### config.mk
export PLATFORM = sky130hd
export DESIGN_NAME = flash_erase_program_planner
export DESIGN_NICKNAME = d
export VERILOG_FILES = /design/src/design/fepp_pkg.sv /design/src/design/flash_erase_program_planner.sv /design/src/design/fepp_step.sv
export VERILOG_INCLUDE_DIRS = /design/src /design/src/design
export SDC_FILE = /design/constraint.sdc
export NUM_CORES = 1
export LEC_CHECK = 0
export ABC_AREA = 1
export BUFFER_PORTS_ARGS = -buffer_cell sky130_fd_sc_hd__buf_2
export CAP_MARGIN = 20
export CORE_ASPECT_RATIO = 0.9
export CORE_MARGIN = 5
export CORE_UTILIZATION = 42
export CTS_BUF_LIST = sky130_fd_sc_hd__clkbuf_2 sky130_fd_sc_hd__clkbuf_4 sky130_fd_sc_hd__clkbuf_8
export DETAILED_ROUTE_END_ITERATION = 10
export PLACE_DENSITY = 0.68
export SLEW_MARGIN = 10
export SYNTH_ARGS = -nofsm -noshare
export SYNTH_HDL_FRONTEND = slang
export SYNTH_SLANG_ARGS = --single-unit
### constraint.sdc
create_clock -name aclk -period 4.4 [get_ports aclk]
set_clock_uncertainty 0.15 [all_clocks]
set_input_delay 0.22 -clock aclk [delete_from_list [all_inputs] [get_ports aclk]]
set_output_delay 0.22 -clock aclk [all_outputs]
set_load 0.05 [all_outputs]
### src/design/flash_erase_program_planner_macros.svh
// Assertion macros shared by the flash erase and program planner.
// Included by the top level; depends on nothing else.
`ifndef FLASH_ERASE_PROGRAM_PLANNER_MACROS_SVH
`define FLASH_ERASE_PROGRAM_PLANNER_MACROS_SVH

`ifndef SYNTH
// Same-cycle implication, checked at every clock edge outside reset.
`define FEPP_ASSERT_NOW(lbl, clk, rstn, ante, cons, msg) \
    lbl: assert property (@(posedge clk) disable iff (!(rstn)) (ante) |-> (cons)) \
        else $error(msg);
// Next-cycle implication, checked at every clock edge outside reset.
`define FEPP_ASSERT_NEXT(lbl, clk, rstn, ante, cons, msg) \
    lbl: assert property (@(posedge clk) disable iff (!(rstn)) (ante) |=> (cons)) \
        else $error(msg);
`else
`define FEPP_ASSERT_NOW(lbl, clk, rstn, ante, cons, msg)
`define FEPP_ASSERT_NEXT(lbl, clk, rstn, ante, cons, msg)
`endif

`endif

### src/design/fepp_pkg.sv
// Types and constants of the flash erase and program planner.
// Used by fepp_step and flash_erase_program_planner; depends on nothing.
package fepp_pkg;

    localparam int unsigned FLASH_BYTES_DEFAULT = 8388608;
    localparam int unsigned PAGE_BYTES_DEFAULT  = 256;

    localparam int unsigned ADDR_W   = 23;
    localparam int unsigned COUNT_W  = 24;
    localparam int unsigned LEN_W    = 17;
    // Wide enough to hold the flash size itself (up to 16 MB).
    localparam int unsigned CUR_W    = 25;
    localparam int unsigned LIMIT_W  = 24;

    localparam logic [CUR_W-1:0]   SECTOR_SPAN = 25'h0_1000;
    localparam logic [CUR_W-1:0]   BLOCK_SPAN  = 25'h1_0000;
    localparam logic [CUR_W-1:0]   BLOCK_TAIL  = BLOCK_SPAN - SECTOR_SPAN;
    localparam logic [LIMIT_W-1:0] SECTOR_BASE = 24'hFF_F000;

    localparam logic CMD_START = 1'b0;
    localparam logic CMD_NEXT  = 1'b1;

    typedef enum logic [2:0] {
        OP_NONE         = 3'd0,
        OP_ERASE_64K    = 3'd1,
        OP_ERASE_4K     = 3'd2,
        OP_PAGE_PROGRAM = 3'd3,
        OP_ACCEPTED     = 3'd4
    } op_kind_t;

    typedef enum logic [1:0] {
        PH_IDLE    = 2'd0,
        PH_ERASE   = 2'd1,
        PH_PROGRAM = 2'd2
    } phase_t;

    typedef struct packed {
        phase_t               phase;
        logic [CUR_W-1:0]     erase_cursor;
        logic [LIMIT_W-1:0]   erase_limit;
        logic [COUNT_W-1:0]   program_cursor;
        logic [COUNT_W-1:0]   bytes_left;
    } plan_state_t;

    typedef struct packed {
        op_kind_t             kind;
        logic [ADDR_W-1:0]    address;
        logic [LEN_W-1:0]     length;
        logic                 error;
        logic                 last;
    } op_result_t;

endpackage

### src/design/flash_erase_program_planner.sv
// Top level of the flash erase and program planner: input stage, planner state,
// result stage. Depends on fepp_pkg, fepp_step and flash_erase_program_planner_macros.svh.
//
//   Channel | Direction | Handshake          | Payload
//   s_      | in        | s_valid / s_ready  | command, start_address, byte_count
//   m_      | out       | m_valid / m_ready  | op_kind, op_address, op_length,
//           |           |                    | request_error, last_op
//
// One item is taken per cycle unless the result stage stalls; each item gives exactly one
// result item via both stages; planner state and result are registered in the same cycle.
// Reset (aresetn low at a clock edge) empties both stages and puts the planner idle.
// A stalled result holds the result stage; one more item then waits in the input
// stage, and s_ready falls only when both stages are full.
`include "flash_erase_program_planner_macros.svh"

module flash_erase_program_planner
    import fepp_pkg::*;
#(
    parameter int unsigned FLASH_BYTES = FLASH_BYTES_DEFAULT,
    parameter int unsigned PAGE_BYTES  = PAGE_BYTES_DEFAULT
) (
    input  logic               aclk,
    input  logic               aresetn,

    input  logic               s_valid,
    output logic               s_ready,
    input  logic               s_command,
    input  logic [ADDR_W-1:0]  s_start_address,
    input  logic [COUNT_W-1:0] s_byte_count,

    output logic               m_valid,
    input  logic               m_ready,
    output logic [2:0]         m_op_kind,
    output logic [ADDR_W-1:0]  m_op_address,
    output logic [LEN_W-1:0]   m_op_length,
    output logic               m_request_error,
    output logic               m_last_op
);

    // Input stage: the accepted item, held until the planner can act on it.
    logic               in_vld_reg;
    logic               cmd_reg;
    logic [ADDR_W-1:0]  addr_reg;
    logic [COUNT_W-1:0] count_reg;

    // Planner state, advanced once per planned item.
    plan_state_t        state_reg;
    plan_state_t        state_next;

    // Result stage.
    logic               out_vld_reg;
    op_result_t         res_reg;
    op_result_t         res_next;

    logic               plan_fire;

    // The planner runs whenever an item waits and the result stage frees up.
    assign plan_fire = in_vld_reg && (!out_vld_reg || m_ready);
    assign s_ready   = !in_vld_reg || plan_fire;

    fepp_step #(
        .FLASH_BYTES (FLASH_BYTES),
        .PAGE_BYTES  (PAGE_BYTES)
    ) u_step (
        .in_command       (cmd_reg),
        .in_start_address (addr_reg),
        .in_byte_count    (count_reg),
        .cur              (state_reg),
        .nxt              (state_next),
        .res              (res_next)
    );

    always_ff @(posedge aclk) begin
        if (!aresetn) begin
            in_vld_reg  <= 1'b0;
            out_vld_reg <= 1'b0;
            state_reg   <= '{phase: PH_IDLE, erase_cursor: '0, erase_limit: '0,
                             program_cursor: '0, bytes_left: '0};
        end else begin
            if (s_valid && s_ready) begin
                in_vld_reg <= 1'b1;
            end else if (plan_fire) begin
                in_vld_reg <= 1'b0;
            end

            if (plan_fire) begin
                out_vld_reg <= 1'b1;
                state_reg   <= state_next;
            end else if (m_ready) begin
                out_vld_reg <= 1'b0;
            end
        end
    end

    // Payload registers carry no reset; their valid flags above guard them.
    always_ff @(posedge aclk) begin
        if (s_valid && s_ready) begin
            cmd_reg   <= s_command;
            addr_reg  <= s_start_address;
            count_reg <= s_byte_count;
        end
        if (plan_fire) begin
            res_reg <= res_next;
        end
    end

    assign m_valid         = out_vld_reg;
    assign m_op_kind       = res_reg.kind;
    assign m_op_address    = res_reg.address;
    assign m_op_length     = res_reg.length;
    assign m_request_error = res_reg.error;
    assign m_last_op       = res_reg.last;

    // Only a page program may close a request.
    `FEPP_ASSERT_NOW(a_last_is_program, aclk, aresetn, m_valid && m_last_op, m_op_kind == OP_PAGE_PROGRAM, "last flag on a result that is not a page program")

    // A rejected start carries no operation.
    `FEPP_ASSERT_NOW(a_error_is_empty, aclk, aresetn, m_valid && m_request_error, m_op_kind == OP_NONE && m_op_length == '0, "rejected start carries an operation")

    // A block erase always starts on a 64 KB boundary.
    `FEPP_ASSERT_NOW(a_block_aligned, aclk, aresetn, m_valid && m_op_kind == OP_ERASE_64K, m_op_address[15:0] == 16'd0, "block erase off a 64 KB boundary")

    // A planned item always lands in the result stage.
    `FEPP_ASSERT_NEXT(a_plan_lands, aclk, aresetn, plan_fire, out_vld_reg, "planned item did not reach the result stage")

endmodule

### src/design/fepp_step.sv
// Combinational planning step: one item against the current planner state.
// Depends on fepp_pkg.
module fepp_step
    import fepp_pkg::*;
#(
    parameter int unsigned FLASH_BYTES = FLASH_BYTES_DEFAULT,
    parameter int unsigned PAGE_BYTES  = PAGE_BYTES_DEFAULT
) (
    input  logic               in_command,
    input  logic [ADDR_W-1:0]  in_start_address,
    input  logic [COUNT_W-1:0] in_byte_count,
    input  plan_state_t        cur,
    output plan_state_t        nxt,
    output op_result_t         res
);

    // PAGE_BYTES is a power of two, so the page offset is a plain bit field.
    localparam int unsigned PAGE_W = $clog2(PAGE_BYTES);
    localparam int unsigned ROOM_W = PAGE_W + 1;
    localparam logic [CUR_W-1:0]  FLASH_END = CUR_W'(FLASH_BYTES);
    localparam logic [ROOM_W-1:0] PAGE_SIZE = ROOM_W'(PAGE_BYTES);

    logic [CUR_W-1:0]   end_sum;
    logic [CUR_W-1:0]   last_byte;
    logic               reject;
    logic               block_fits;
    logic [CUR_W-1:0]   erase_len;
    logic [CUR_W-1:0]   erase_next;
    logic [ROOM_W-1:0]  room;
    logic               fits_page;
    logic [ROOM_W-1:0]  chunk;

    always_comb begin
        end_sum   = CUR_W'(in_start_address) + CUR_W'(in_byte_count);
        last_byte = end_sum - CUR_W'(1);
        reject    = (in_byte_count == '0) || (CUR_W'(in_start_address) >= FLASH_END)
                    || (end_sum > FLASH_END);

        block_fits = (cur.erase_cursor[15:0] == 16'd0)
                     && ((cur.erase_cursor + BLOCK_TAIL) <= CUR_W'(cur.erase_limit));
        erase_len  = block_fits ? BLOCK_SPAN : SECTOR_SPAN;
        erase_next = cur.erase_cursor + erase_len;

        room      = PAGE_SIZE - ROOM_W'(cur.program_cursor[PAGE_W-1:0]);
        fits_page = cur.bytes_left <= COUNT_W'(room);
        chunk     = fits_page ? cur.bytes_left[ROOM_W-1:0] : room;
    end

    always_comb begin
        nxt = cur;
        res = '{kind: OP_NONE, address: '0, length: '0, error: 1'b0, last: 1'b0};
        if (in_command == CMD_START) begin
            if (reject) begin
                nxt.phase = PH_IDLE;
                res.error = 1'b1;
            end else begin
                nxt.phase          = PH_ERASE;
                nxt.erase_cursor   = CUR_W'(in_start_address) & ~CUR_W'(SECTOR_SPAN - 1'b1);
                nxt.erase_limit    = last_byte[LIMIT_W-1:0] & SECTOR_BASE;
                nxt.program_cursor = COUNT_W'(in_start_address);
                nxt.bytes_left     = in_byte_count;
                res.kind           = OP_ACCEPTED;
                res.address        = in_start_address;
            end
        end else begin
            unique case (cur.phase)
                PH_ERASE: begin
                    nxt.erase_cursor = erase_next;
                    if (erase_next > CUR_W'(cur.erase_limit)) begin
                        nxt.phase = PH_PROGRAM;
                    end
                    res.kind    = block_fits ? OP_ERASE_64K : OP_ERASE_4K;
                    res.address = cur.erase_cursor[ADDR_W-1:0];
                    res.length  = erase_len[LEN_W-1:0];
                end
                PH_PROGRAM: begin
                    nxt.program_cursor = cur.program_cursor + COUNT_W'(chunk);
                    nxt.bytes_left     = cur.bytes_left - COUNT_W'(chunk);
                    if (fits_page) begin
                        nxt.phase = PH_IDLE;
                    end
                    res.kind    = OP_PAGE_PROGRAM;
                    res.address = cur.program_cursor[ADDR_W-1:0];
                    res.length  = LEN_W'(chunk);
                    res.last    = fits_page;
                end
                default: begin
                    // Idle, or the unused phase code: nothing to hand out.
                end
            endcase
        end
    end

endmodule
# Word-level counts from Yosys, hierarchy flattened
# Index checks and enable logic that the tools add are counted.
# Widths: inputs -> output; s select.
# totals
regBits	182
inputBits	52
output_inout_bits	47
elab_cells	73
# classes
add_sub_neg	7
n_lt_le_gt_ge	4
n_eq_ne	8
mux	20
bitwise	2
reduce_logical	17
# ops
cell	count
$mux 97	1
$mux 48	2
$pmux 43 s2	1
$mux 26	2
$mux 27	1
$add 23x24->25	1
$add 25x16->25 const B	1
$add 25x25->25	1
$gt 25x24->1	1
$gt 25x24->1 const B	1
$le 25x24->1	1
$mux 25	1
$add 24x9->24	1
$le 24x9->1	1
$logic_not 24->1	1
$sub 24x1->24 const B	1
$sub 24x9->24	1
$mux 17	1
$logic_not 16->1	1
$mux 9	1
$reduce_and 3->1	3
$sub 9x8->9 const A	1
$mux 1	6
$mux 2	3
other kinds (14)	23

# Logic depth before layout (Yosys ltp)
# depth
ltp_word	9
mapped_depth	36
ltp_nobuf	35

# By module
# Synthesis repeated with hierarchy kept, for this count alone.
# hier_totals
hier_cells	2283
area_unflattened_um2	15098.2
# modules_own_cells
mod	n_inst	cells_each	area_each_um2	seq_area_each_um2
fepp_step	1	1529	7847.5	0.0
flash_erase_program_planner	1	754	7250.7	4814.6

# Least setup slack after synthesis
# Ideal clock, no wire load.
# synth_timing
path_type	register -> register
startpoint	reg state_reg[26] in the netlist's numbering
endpoint	reg state_reg[16] in the netlist's numbering
setup_ns	0.112
t_arrival_ns	4.318
t_required_ns	4.138
slack_ns	-0.179
path_stages_with_launch	31
path_buffers	1
period_less_slack_ns	4.579
path_cell_list	dfxtp_1 nor3_1 nand3_1 nor3_1 xor2_1 ha_1 a21oi_1 o221ai_1 nand3_1 nand3_1 nand2_1 clkbuf_1 nand2_1 o21ai_0 ha_1 inv_1 fa_1 nand3_1 nand2_1 a21oi_1 o21ai_0 nand2_1 nand2_1 a21oi_1 nor2_1 nor2_1 nand3_1 nand3_1 nand2_1 nor2_1 nor2_1
# synth_between
elab_chain_len	6
# synth_lines
element	line	text
start, declared	flash_erase_program_planner.sv:47	plan_state_t state_reg;
start signal, assigned	flash_erase_program_planner.sv:77	state_reg <= '{phase: PH_IDLE, erase_cursor: '0, erase_limit: '0,
start signal, assigned	flash_erase_program_planner.sv:88	state_reg <= state_next;
$sub 9x8->9 *	fepp_step.sv:44	room = PAGE_SIZE - ROOM_W'(cur.program_cursor[PAGE_W-1:0]);
$le 24x9->1	fepp_step.sv:45	fits_page = cur.bytes_left <= COUNT_W'(room);
$mux 9 *	fepp_step.sv:46	chunk = fits_page ? cur.bytes_left[ROOM_W-1:0] : room;
$sub 24x9->24 *	fepp_step.sv:78	nxt.bytes_left = cur.bytes_left - COUNT_W'(chunk);
$mux 48 *	fepp_step.sv:66	unique case (cur.phase)
$mux 48 *	fepp_step.sv:52	if (in_command == CMD_START) begin
# Mark *: on every way between the ends. The rest lies on a longest branch, timed or not. The select of a mux whose other input is x is not followed.
# A chain may end at the register's enable or synchronous reset.

# Worst setup path in the final report
# layout_timing
startpoint	reg state_reg[24] in the netlist's numbering
endpoint	reg state_reg[97] in the netlist's numbering
# layout_between
elab_chain_len	4
# layout_lines
element	line
$sub 9x8->9	fepp_step.sv:44
$le 24x9->1	fepp_step.sv:45
$ne 3x2->1 (no source line)	-
$reduce_and 4->1 (no source line)	-
# No other way between the ends.

==> impl_results.md <==
- Run status: finished with violations
- Violated checks: setup timing
- Worst Setup End Kind: flop
- Register area share after synthesis: 35.8%
- Final HPWL DP: 27200 um
- Data required time at the worst endpoint: 4600 ps
- Count of synthesis-stage warnings from yosys: 0
- Pin count of the biggest net entering global routing: 94
- Antenna Cells: 0
- Slew Limit Headroom: 30.6%
- Worst-path maximum fanout: 3
- Cell area after synthesis: 0.0115 mm2
- Via count of the first global-routing pass: 10800
- Total clock sinks: 163
- Final setup violation count: 3
- DRT Pass-1 Iters: 7
- Post-route antenna net violation count: 0
- Initial antenna violation count: 0
- Worst setup SP type: flop
- Min Tclk post-route: 4590 ps
- Last weighted congestion value of the routability-driven placer: 0.937
- Setup WS post-layout: -190 ps
- First-pass GRT wire length: 57100 um
- CTS Buf Count: 17
- Clock transition at the register clock pins on the worst setup and hold paths after CTS: 90 ps
- Post-DP Area: 0.0131 mm2
- Vias after detailed routing: 11800
- I/O Pins: 99
- Power density relative to cell area: 337 mW/mm2
- Highest achievable clock rate: 218 MHz
- Max-cap viol count: 0
- Clock tree from TritonCTS: yes
- Vias per inst: 5.18
- Number of H-tree levels: 4
- Count of cells along the worst register-to-register path: 32
- Top FF cell, synth: sky130_fd_sc_hd__edfxtp_1
- Total non-filler cell area in the finished layout: 0.0149 mm2
- Number of cells produced by synthesis: 1658
- Floorplan die height: 167 um
- Setup repair after global routing missed its margin: yes
- GRT Resource Usage Total: 23.1%
- Worst-Margin Slew: 1040 ps
- Startpoint of the most critical register-to-register path: state_reg[24]$_SDFFE_PN0P_
- Final Hold Viols: 0
- Share of post-route cells with drive strength above 1: 22.2%
- Path type of the worst min-delay path: in -> reg
- Ys async rst share: 0%
- Register-to-register setup slack: -190 ps
- Endpoint of the worst hold path: state_reg[97]$_SDFFE_PN0P_
- Synthesis-stage register bit count: 163
- Placement Setup Slack: -473 ps
- Buffer depth of the longest clock path: 2
- Number of synthesized flops with an enable pin: 87
- Root buffer cell: sky130_fd_sc_hd__clkbuf_8
- Min-Delay Startpoint: aresetn
- Initial drt markers: 1026
- Capture instance of the worst register-to-register path: state_reg[97]$_SDFFE_PN0P_
- Routed wire length: 37100 um
- DRC Markers: 0
- Number of distinct library cells after synthesis: 47
- Number of rows in the core area: 57
- Total Negative Setup Slacks: -338 ps
- Routed len/inst: 16.2 um
- Core footprint: 0.0270 mm2
- Flip-flop count of the largest register, all copies and words added: 74
- Initial Util: 42.7%
- Overall die area: 0.0309 mm2
- Setup Crit Path Kind: reg -> reg
- Final Net Count: 2057
- Leakage power summed over all cells: 7.13 nW
- Horiz. Die Dim: 185 um
- Most common cell on crit path: sky130_fd_sc_hd__buf_4
- Delay contributed by the slowest stage of the critical path: 350 ps
- Critical-path top delay cell: sky130_fd_sc_hd__dfxtp_2
- IO buf count: 92
- Final Cycle Share: 104%
- Hold path depth: 3
- Aggregate global routing overflow: 0
- Later-pin clock latency in the skew report: 480 ps
- Avg Cell Area, Syn: 6.96 um2
- Worst endpoint data arrival time: 4790 ps
- Layout overhead on the synthesized area: 29.0%
- Pins Over Slew Limit: 0
- Maximum VDD drop: 0.195 mV
## logic make-up (layout without fill, tap and decap cells)
kind of cell,after synthesis,count (layout),synth area share (%)
and+or+nand+nor,850,850,30.8
buffers and inverters,291,561,10.1
AOI/OAI and AO/OA,230,230,10.9
DFF,163,163,35.8
adders and majority gates,85,85,9.42
xor gates and xnor gates,38,38,2.95
other,1,6,0.0325
## routing by layer
layer,vias up,share of wire (%),track usage (%)
li1,5885,-,-
met3,66,7.8,4.01
met5,-,0,0
met2,446,45,36.0
met1,5450,45,33.4
met4,0,2.4,5.93
## synth_stat cells, types with 3 or more instances
library cell / n / share of area, %
sky130_fd_sc_hd__a21oi_1: 95 / 4.1
sky130_fd_sc_hd__buf_2: 9 / 0.39
sky130_fd_sc_hd__buf_4: 7 / 0.46
sky130_fd_sc_hd__buf_6: 4 / 0.39
sky130_fd_sc_hd__clkbuf_1: 30 / 0.98
sky130_fd_sc_hd__dfxtp_1: 76 / 13
sky130_fd_sc_hd__edfxtp_1: 87 / 23
sky130_fd_sc_hd__fa_1: 3 / 0.52
sky130_fd_sc_hd__ha_1: 82 / 8.9
sky130_fd_sc_hd__inv_1: 227 / 7.4
sky130_fd_sc_hd__inv_2: 10 / 0.33
sky130_fd_sc_hd__nand2_1: 461 / 15
sky130_fd_sc_hd__nand2_2: 6 / 0.33
sky130_fd_sc_hd__nand3_1: 86 / 3.7
sky130_fd_sc_hd__nand3_2: 3 / 0.26
sky130_fd_sc_hd__nand3b_1: 8 / 0.52
sky130_fd_sc_hd__nand4_1: 32 / 1.7
sky130_fd_sc_hd__nor2_1: 205 / 6.7
sky130_fd_sc_hd__nor2_2: 8 / 0.43
sky130_fd_sc_hd__nor3_1: 24 / 1.0
sky130_fd_sc_hd__nor4_1: 10 / 0.54
sky130_fd_sc_hd__o211ai_1: 3 / 0.20
sky130_fd_sc_hd__o21ai_0: 92 / 4.0
sky130_fd_sc_hd__o21bai_1: 7 / 0.46
sky130_fd_sc_hd__o221ai_1: 9 / 0.68
sky130_fd_sc_hd__o22ai_1: 11 / 0.60
sky130_fd_sc_hd__xnor2_1: 6 / 0.46
sky130_fd_sc_hd__xor2_1: 31 / 2.4
## critical path: cells and delay by family (launching register included)
family	cells	cell delay, ps
AND/OR/NAND/NOR	9	1010
flip-flops	1	350
adder cells (fa/ha/maj)	2	460
buffers and inverters	19	2320
AO/OA/AOI/OAI	2	190
## how the worst max path moves through the flow
stage | startpoint | end | slack [ps]
3_5_place_dp | state_reg[84]$_SDFFE_PN0P_ | state_reg[97]$_SDFFE_PN0P_ | -470
6_report | state_reg[24]$_SDFFE_PN0P_ | state_reg[97]$_SDFFE_PN0P_ | -190
2_1_floorplan | state_reg[84]$_SDFFE_PN0P_ | state_reg[97]$_SDFFE_PN0P_ | 20
4_1_cts | state_reg[85]$_SDFFE_PN0P_ | state_reg[97]$_SDFFE_PN0P_ | -170
3_3_place_gp | state_reg[84]$_SDFFE_PN0P_ | state_reg[97]$_SDFFE_PN0P_ | -340
5_1_grt | state_reg[86]$_SDFFE_PN0P_ | state_reg[97]$_SDFFE_PN0P_ | -450
## repair_timing
item | CTS | global route
hold buffers | 50 | 0
resized for setup | 71 | 100
setup buffers | 18 | 11
cloned | 0 | 0
endpoints found under the setup margin | 31 | 37
pin swaps | 36 | 63
endpoints found under the hold margin | 50 | 0
## area by class of cell
class	count	area (um2)
Clock buffer	18	248
Clock inverter	14	186
Fill cell	2553	12200
Inverter	239	905
Multi-Input combinational cell	1209	6840
Sequential cell	163	4150
Tap cell	354	443
Timing Repair Buffer	290	2110
## layout by cell type, fill, tap and decap left out, types with 14 or more instances in the layout
| cell | Yosys | routed |
|---|---|---|
| sky130_fd_sc_hd__a21oi_1 | 95 | 81 |
| sky130_fd_sc_hd__buf_2 | 9 | 92 |
| sky130_fd_sc_hd__ha_1 | 82 | 69 |
| sky130_fd_sc_hd__a21oi_2 | 2 | 14 |
| sky130_fd_sc_hd__nor2_1 | 205 | 192 |
| sky130_fd_sc_hd__nand2_2 | 6 | 16 |
| sky130_fd_sc_hd__clkbuf_8 | 0 | 18 |
| sky130_fd_sc_hd__buf_4 | 7 | 144 |
| sky130_fd_sc_hd__nand3_1 | 86 | 79 |
| sky130_fd_sc_hd__inv_2 | 10 | 22 |
| sky130_fd_sc_hd__edfxtp_1 | 87 | 87 |
| sky130_fd_sc_hd__nor3_1 | 24 | 17 |
| sky130_fd_sc_hd__nand2_1 | 461 | 448 |
| sky130_fd_sc_hd__o21ai_1 | 2 | 17 |
| sky130_fd_sc_hd__nor2_2 | 8 | 15 |
| sky130_fd_sc_hd__nand4_1 | 32 | 32 |
| sky130_fd_sc_hd__inv_1 | 227 | 211 |
| sky130_fd_sc_hd__o21ai_0 | 92 | 61 |
| sky130_fd_sc_hd__o21ai_2 | 0 | 14 |
| sky130_fd_sc_hd__dfxtp_1 | 76 | 67 |
| sky130_fd_sc_hd__dlygate4sd3_1 | 0 | 50 |
| sky130_fd_sc_hd__xor2_1 | 31 | 23 |
## per-stage QoR
stage	std cells	util [%]	hold slack, ps	total power (W)
2_1_floorplan	1663	-	169	0.00288
3_3_place_gp	2176	48.6	246	0.00348
3_5_place_dp	2176	48.6	248	0.00350
4_1_cts	2276	53.3	170	0.00484
5_1_grt	2287	55.0	205	0.00531
6_report	2287	55.0	185	0.00502
## power by group
group	internal [W]	switching [W]	total, W
Clock	0.000593	0.000645	0.00124
Combinational	0.000832	0.00118	0.00202
Sequential	0.00169	0.0000728	0.00176
Total	0.00312	0.00190	0.00502
Power figures use the tool's default switching activity.
